===== src/sv/assert_macros.svh =====
// ----------------------------------------------------------------------------
// assert_macros.svh
// Concurrent assertion wrappers; compiled out for synthesis.
// ----------------------------------------------------------------------------
`ifndef ASSERT_MACROS_SVH
`define ASSERT_MACROS_SVH

`ifndef SYNTHESIS
// antecedent holds -> consequent holds in the same cycle
`define ASSERT_IMPLY(label, clk, rst_n, ante, cons, msg) \
  label: assert property (@(posedge clk) disable iff (!rst_n) (ante) |-> (cons)) \
    else $error(msg);
// antecedent holds -> consequent holds in the next cycle
`define ASSERT_NEXT(label, clk, rst_n, ante, cons, msg) \
  label: assert property (@(posedge clk) disable iff (!rst_n) (ante) |=> (cons)) \
    else $error(msg);
`else
`define ASSERT_IMPLY(label, clk, rst_n, ante, cons, msg)
`define ASSERT_NEXT(label, clk, rst_n, ante, cons, msg)
`endif

`endif


===== src/sv/i2cps_pkg.sv =====
// ----------------------------------------------------------------------------
// i2cps_pkg
// Shared types and constants of the I2C master phase sequencer.
// ----------------------------------------------------------------------------
package i2cps_pkg;

  // command codes (input kind)
  localparam logic [2:0] CMD_NONE  = 3'd0;
  localparam logic [2:0] CMD_START = 3'd1;
  localparam logic [2:0] CMD_STOP  = 3'd2;
  localparam logic [2:0] CMD_WRITE = 3'd3;
  localparam logic [2:0] CMD_READ  = 3'd4;

  localparam int unsigned BIT_COUNT = 8;

  // start / stop phases
  localparam logic [4:0] PH_START_SDA_HI = 5'd1;
  localparam logic [4:0] PH_START_SDA_LO = 5'd2;
  localparam logic [4:0] PH_START_LAST   = 5'd3;
  localparam logic [4:0] PH_STOP_SCL_HI  = 5'd1;
  localparam logic [4:0] PH_STOP_LAST    = 5'd2;

  // write phases: 0 setup, 1..24 data bits, then ack release, ack sample, last
  localparam logic [4:0] PH_WR_LAST_BIT = 5'(3 * BIT_COUNT);
  localparam logic [4:0] PH_WR_ACK_REL  = 5'(3 * BIT_COUNT + 1);
  localparam logic [4:0] PH_WR_ACK_SMP  = 5'(3 * BIT_COUNT + 2);

  // read phases: 0 setup, 1 release SDA, 2..17 data bits, then ack handling
  localparam logic [4:0] PH_RD_SDA_REL  = 5'd1;
  localparam logic [4:0] PH_RD_LAST_BIT = 5'(1 + 2 * BIT_COUNT);
  localparam logic [4:0] PH_RD_ACK_SCL0 = 5'(2 + 2 * BIT_COUNT);
  localparam logic [4:0] PH_RD_ACK_SDA  = 5'(3 + 2 * BIT_COUNT);
  localparam logic [4:0] PH_RD_ACK_SCL1 = 5'(4 + 2 * BIT_COUNT);
  localparam logic [4:0] PH_RD_ACK_SCL2 = 5'(5 + 2 * BIT_COUNT);

  // sequencer state
  typedef struct packed {
    logic [4:0] phase;
    logic [2:0] cmd;
    logic [3:0] bits_left;
    logic [7:0] shift_data;
    logic       ack_req;
    logic       scl;
    logic       sda;
    logic [7:0] last_read;
    logic       nack;
  } i2cps_state_t;

endpackage


===== src/sv/i2cps_phase.sv =====
// ----------------------------------------------------------------------------
// i2cps_phase
// Next-state logic for one pin phase: command capture and line updates.
// ----------------------------------------------------------------------------
module i2cps_phase
  import i2cps_pkg::*;
(
  input  i2cps_state_t st,
  input  logic [2:0]   kind,
  input  logic [7:0]   write_byte,
  input  logic         send_ack,
  input  logic         sda_sample,
  output i2cps_state_t st_nxt,
  output logic         done_nxt
);

  // slot within a write bit (SDA set, SCL high, SCL low) = (p - 1) mod 3
  function automatic logic [1:0] wr_slot(input logic [4:0] p);
    logic [1:0] q;
    case (p)
      5'd1, 5'd4, 5'd7, 5'd10, 5'd13, 5'd16, 5'd19, 5'd22: q = 2'd0;
      5'd2, 5'd5, 5'd8, 5'd11, 5'd14, 5'd17, 5'd20, 5'd23: q = 2'd1;
      default:                                            q = 2'd2;
    endcase
    return q;
  endfunction

  always_comb begin
    i2cps_state_t s;
    logic         done;
    logic [4:0]   p;
    s    = st;
    done = 1'b0;

    // new command only while idle; unknown kinds act as step only
    if (st.cmd == CMD_NONE && kind inside {[CMD_START:CMD_READ]}) begin
      s.cmd     = kind;
      s.ack_req = send_ack;
      s.phase   = '0;
    end
    p = s.phase;

    if (s.cmd != CMD_NONE) begin
      case (s.cmd)
        CMD_START: begin
          if (p == '0) begin
            s.scl = 1'b1;
          end else if (p == PH_START_SDA_HI) begin
            s.sda = 1'b1;
          end else if (p == PH_START_SDA_LO) begin
            s.sda = 1'b0;
          end else begin
            s.scl = 1'b0;
            done  = 1'b1;
          end
        end
        CMD_STOP: begin
          if (p == '0) begin
            s.sda = 1'b0;
          end else if (p == PH_STOP_SCL_HI) begin
            s.scl = 1'b1;
          end else begin
            s.sda = 1'b1;
            done  = 1'b1;
          end
        end
        CMD_WRITE: begin
          if (p == '0) begin
            s.scl        = 1'b0;
            s.shift_data = write_byte;
            s.bits_left  = 4'(BIT_COUNT);
          end else if (p <= PH_WR_LAST_BIT) begin
            case (wr_slot(p))
              2'd0: s.sda = s.shift_data[7];
              2'd1: s.scl = 1'b1;
              default: begin
                s.scl        = 1'b0;
                s.shift_data = {s.shift_data[6:0], 1'b0};
                s.bits_left  = s.bits_left - 4'd1;
              end
            endcase
          end else if (p == PH_WR_ACK_REL) begin
            s.sda = 1'b1;
          end else if (p == PH_WR_ACK_SMP) begin
            s.scl  = 1'b1;
            s.nack = sda_sample;
          end else begin
            s.scl = 1'b0;
            done  = 1'b1;
          end
        end
        default: begin
          // read
          if (p == '0) begin
            s.scl        = 1'b0;
            s.shift_data = '0;
            s.bits_left  = 4'(BIT_COUNT);
          end else if (p == PH_RD_SDA_REL) begin
            s.sda = 1'b1;
          end else if (p <= PH_RD_LAST_BIT) begin
            if (!p[0]) begin
              // SCL rising edge: sample this phase's SDA
              s.shift_data = {s.shift_data[6:0], sda_sample};
              s.scl        = 1'b1;
            end else begin
              s.scl = 1'b0;
              if (s.bits_left == 4'd1) begin
                s.last_read = s.shift_data;
              end
              s.bits_left = s.bits_left - 4'd1;
            end
          end else if (p == PH_RD_ACK_SCL0) begin
            s.scl = 1'b0;
          end else if (p == PH_RD_ACK_SDA) begin
            s.sda = ~s.ack_req;
          end else if (p == PH_RD_ACK_SCL1) begin
            s.scl = 1'b1;
          end else if (p == PH_RD_ACK_SCL2) begin
            s.scl = 1'b0;
            done  = ~s.ack_req;
          end else begin
            // release SDA after an ACK
            s.sda = 1'b1;
            done  = 1'b1;
          end
        end
      endcase

      if (done) begin
        s.cmd   = CMD_NONE;
        s.phase = '0;
      end else begin
        s.phase = p + 5'd1;
      end
    end

    st_nxt   = s;
    done_nxt = done;
  end

endmodule


===== src/sv/i2c_master_phase_sequencer_top.sv =====
// ----------------------------------------------------------------------------
// i2c_master_phase_sequencer_top
// Bit-bang I2C master: one SCL/SDA phase per input beat (start, stop,
// byte write, byte read with ACK/NACK).
//
//   channel | direction | handshake        | payload
//   --------+-----------+------------------+--------------------------------
//   in_     | input     | in_valid/in_stall| kind, write_byte, send_ack,
//           |           |                  | sda_sample
//   out_    | output    | out_valid/       | scl_level, sda_level, busy_res,
//           |           | out_stall        | done_res, read_byte, no_ack
//
// One input beat per cycle unless stalled; its result appears in the cycle
// after it is accepted. State and result share one register stage fed by
// the phase logic. in_stall rises only while a result waits on out_stall.
// Synchronous active-low reset: lines released high, sequencer idle.
// ----------------------------------------------------------------------------
`include "assert_macros.svh"

module i2c_master_phase_sequencer_top
  import i2cps_pkg::*;
(
  input  logic       clk,
  input  logic       rst_n,
  // input channel
  input  logic       in_valid,
  output logic       in_stall,
  input  logic [2:0] in_kind,
  input  logic [7:0] in_write_byte,
  input  logic       in_send_ack,
  input  logic       in_sda_sample,
  // result channel
  output logic       out_valid,
  input  logic       out_stall,
  output logic       out_scl_level,
  output logic       out_sda_level,
  output logic       out_busy_res,
  output logic       out_done_res,
  output logic [7:0] out_read_byte,
  output logic       out_no_ack
);

  i2cps_state_t state_r, state_nxt;
  logic         done_r, done_nxt;
  logic         out_valid_r, out_valid_nxt;
  logic         in_accept;

  // accept when the result slot is free or drains this cycle
  assign in_stall  = out_valid_r & out_stall;
  assign in_accept = in_valid & ~in_stall;

  // phase decode
  i2cps_phase u_phase (
    .st         (state_r),
    .kind       (in_kind),
    .write_byte (in_write_byte),
    .send_ack   (in_send_ack),
    .sda_sample (in_sda_sample),
    .st_nxt     (state_nxt),
    .done_nxt   (done_nxt)
  );

  // result valid tracking
  always_comb begin
    out_valid_nxt = out_valid_r;
    if (in_accept) begin
      out_valid_nxt = 1'b1;
    end else if (!out_stall) begin
      out_valid_nxt = 1'b0;
    end
  end

  // state and result registers; state only moves on an accepted beat
  always_ff @(posedge clk) begin
    if (!rst_n) begin
      state_r.phase      <= '0;
      state_r.cmd        <= CMD_NONE;
      state_r.bits_left  <= '0;
      state_r.shift_data <= '0;
      state_r.ack_req    <= 1'b0;
      state_r.scl        <= 1'b1;
      state_r.sda        <= 1'b1;
      state_r.last_read  <= '0;
      state_r.nack       <= 1'b0;
      done_r             <= 1'b0;
      out_valid_r        <= 1'b0;
    end else begin
      out_valid_r <= out_valid_nxt;
      if (in_accept) begin
        state_r <= state_nxt;
        done_r  <= done_nxt;
      end
    end
  end

  // result beat comes straight from the state after the phase
  assign out_valid     = out_valid_r;
  assign out_scl_level = state_r.scl;
  assign out_sda_level = state_r.sda;
  assign out_busy_res  = (state_r.cmd != CMD_NONE);
  assign out_done_res  = done_r;
  assign out_read_byte = state_r.last_read;
  assign out_no_ack    = state_r.nack;

  // checks
  `ASSERT_NEXT(a_accept_gives_beat, clk, rst_n, in_accept, out_valid_r,
               "accepted beat produced no result")
  `ASSERT_IMPLY(a_done_ends_cmd, clk, rst_n, done_r, state_r.cmd == CMD_NONE,
                "done pulse while a command is still active")
  `ASSERT_IMPLY(a_idle_phase_zero, clk, rst_n, state_r.cmd == CMD_NONE,
                state_r.phase == '0, "phase counter not cleared while idle")
  `ASSERT_IMPLY(a_start_len, clk, rst_n, state_r.cmd == CMD_START,
                state_r.phase < 5'd4, "start sequence overran")
  `ASSERT_IMPLY(a_stall_only_full, clk, rst_n, in_stall, out_valid_r,
                "input stalled with empty result slot")

endmodule

===== config.mk =====
export PLATFORM = sky130hd
export DESIGN_NAME = i2c_master_phase_sequencer_top
export DESIGN_NICKNAME = d
export VERILOG_FILES = /design/src/sv/i2cps_pkg.sv /design/src/sv/i2cps_phase.sv /design/src/sv/i2c_master_phase_sequencer_top.sv
export VERILOG_INCLUDE_DIRS = /design/src /design/src/sv
export SDC_FILE = /design/constraint.sdc
export NUM_CORES = 1
export LEC_CHECK = 0
export ABC_AREA = 0
export BUFFER_PORTS_ARGS = -buffer_cell sky130_fd_sc_hd__buf_2
export CAP_MARGIN = 40
export CORE_UTILIZATION = 63
export DETAILED_ROUTE_END_ITERATION = 10
export PLACE_DENSITY = 0.86
export SYNTH_ARGS = -nofsm -noshare
export SYNTH_HDL_FRONTEND = slang
export SYNTH_SLANG_ARGS = --single-unit

===== constraint.sdc =====
create_clock -name clk -period 9.5 [get_ports clk]
set_input_delay 0.475 -clock clk [delete_from_list [all_inputs] [get_ports clk]]
set_output_delay 0.475 -clock clk [all_outputs]
set_load 0.01 [all_outputs]

==> metrics <==
outcome=complete, no violations; crit-path cells=nor3_4, nand3_1, nand2_1, inv_1, ha_1, nor2b_1, o31ai_1, o31ai_1, a211oi_1, a211oi_1, and4_1, nor3_1; FF+latch count, synth=34; detailed-placement wirelength estimate=4520 um; Chip Height=64.7 um; vias in the first global route=2209; final core utilization=0.697; final setup vio count=0; initial antenna violation count=0; multi-input combinational cell area=1530 um^2; Routed WL per cell=17.3 um; Rows=22; Worst Setup Start Kind=flop; FILL cells=332; Area growth syn-to-layout=4.60%; Final Max Slew Viols=0; post-CTS sizing=0; post-synth net total=343; Via density=6.67; placed insts=367; slowest stage delay, CP=0.71 ns; Post-synth ARST share=0; most common library cells after synthesis=nor2_1, dfxtp_1, nand2_1, a21oi_1, o21ai_0; register area share after synthesis=0.275; reg2reg path depth=12; period utilization=0.440; Worst Path Arrival=4.40 ns; # IOs=32; Worst Max-Slew Pin Slew=0.788 ns; dominant cells by area after synthesis=dfxtp_1, nor2_1, mux2i_1; H-tree depth=2; CP Class=flop to flop; core area=3720 um^2; Pwr Density=138 nW/um^2; top-area cell type share of the netlist area=0.275; Max Root-Sink Buffers=2; hold-fix buffers at CTS=0; synthesized area per cell=7.74 um^2; WP buf/inv=1; CP Depth=12; EDFF count, synth=0; CP required=9.72 ns; WHS Path Cells=3; count leader, synth=nor2_1; first-pass GRT wire length=10400 um; largest net degree at the start of global routing=24; Pre-antenna DRT Iters=5; drt initial violations=260; max cap viols=0; Mapped Cells=320; post-route insts no fill=375; CTS root buffer=clkbuf_8; fin nets=349; Rel. slew slack=0.471; ANT cells=0; area leader, netlist=dfxtp_1; Final ANT Viol Nets=0; RSZ-0062 raised after global routing=no; routed wire length=6470 um; CTS tree=yes; die area=4180 um^2; GP Congestion=1.03; f_max=0.239 GHz; post-route minimum period=4.18 ns; clock slew at reported path FFs=0.07 ns; Hold Vio Cnt, Final=0; final setup skew=0.00490 ns; layout cells sized above 1=0.168; Placement Cell Area=2500 um^2; Initial Util=0.666; Post-route DRC=0; Worst IR Drop VDD=0.115 mV; crit path max fanout=13; Worst setup EP type=flop; setup_tns=0 ns; via count=2503; Port Buffers=31; Final Instance Area=2590 um^2; prevailing post-synth register cell=dfxtp_1; CTS buffer count=5; grt ovf=0; Clk Latency, worst-skew pair=0.29 ns; Die W=64.7 um; Critical Path Slowest Stage Cell=a211oi_1; Hold Path Class=primary input to flop; YS warnings=0; leakage power=0.999 nW; Sequential Area=681 um^2; Crit path max-delay family=simple AND/OR/NAND/NOR gates; # Post-CTS Setup Buffers=0; distinct cell type count after synthesis=61; clk sink count=34; post-synthesis instance area=2480 um^2; Total GRT Usage=0.325
==> per-layer routing <==
layer | global-route usage | vias up | routed length [um]
met3 | 0.0704 | 22 | 530
met4 | 0.122 | 0 | 176
met1 | 0.426 | 1178 | 2720
met2 | 0.518 | 124 | 3050
met5 | 0 | - | 0
li1 | - | 1179 | -
==> path summary, 6_finish.rpt <==
kind | startpoint | end | slack, ns
worst max-delay path | state_r[26] | state_r[23] | 5.32
worst min-delay path | in_send_ack | state_r[11] | 0.43
worst max register to register | state_r[26] | state_r[23] | 5.32
worst min register to register | out_done_res | out_done_res | 0.47
==> state kept, by name, indices dropped and copies added, names as in the netlist <==
name and cells:
state_r 21, out_read_byte 8, out_done_res 1, out_no_ack 1, out_scl_level 1, out_sda_level 1, out_valid 1
==> tightest hold or removal path, stage by stage <==
cell	delay, ns
buf_2	0.10
nand2_1	0.05
a21oi_1	0.06
==> logic make-up after synthesis <==
| group | count (synthesis) | share of synthesized area |
|---|---|---|
| buffers and inverters | 44 | 0.107 |
| AOI/OAI and AO/OA | 94 | 0.273 |
| and+or+nand+nor | 128 | 0.259 |
| adders and majority gates | 6 | 0.0303 |
| xor gates and xnor gates | 1 | 0.00354 |
| muxes | 13 | 0.0525 |
| DFF | 34 | 0.275 |
==> cell type report <==
cell class | instances | share of cell area
inverter | 11 | 0.0169
sequential | 34 | 0.263
multi-input combinational | 242 | 0.591
clock inverter | 1 | 0.00193
timing repair buffer | 32 | 0.0705
tap | 48 | 0.0232
clock buffer | 7 | 0.0333
==> cell usage in the layout (no fill, tap or decap), types with 3 or more instances in the layout <==
cell type	instances
a211oi_1	7
a21oi_1	20
a311oi_1	8
a31oi_1	3
a41oi_1	3
buf_2	31
clkbuf_8	6
dfxtp_1	34
ha_1	6
inv_1	10
mux2i_1	13
nand2_1	23
nand3_1	15
nand4_1	5
nor2_1	42
nor2b_1	3
nor3_1	11
o211ai_1	3
o21a_1	4
o21ai_0	17
o31ai_1	8
or2_2	5
or3_1	4
==> report_power, final <==
group | internal [mW] | leakage (nW) | switching, mW | total (mW)
clock | 0.0584 | 0.0482 | 0.0538 | 0.112
combinational | 0.0305 | 0.674 | 0.0563 | 0.0868
sequential | 0.150 | 0.276 | 0.00784 | 0.158
total | 0.239 | 0.999 | 0.118 | 0.357
==> per-stage QoR <==
step / hold WS (ns) / setup slack, ns / total power, mW
final: 0.432 / 5.32 / 0.357
after global routing: 0.445 / 5.03 / 0.372
after CTS: 0.442 / 5.39 / 0.354
after detailed placement: 0.462 / 5.29 / 0.244
after global placement: 0.464 / 5.40 / 0.241
after floorplan: 0.456 / 6.01 / 0.225
Power figures use the tool's default switching activity.
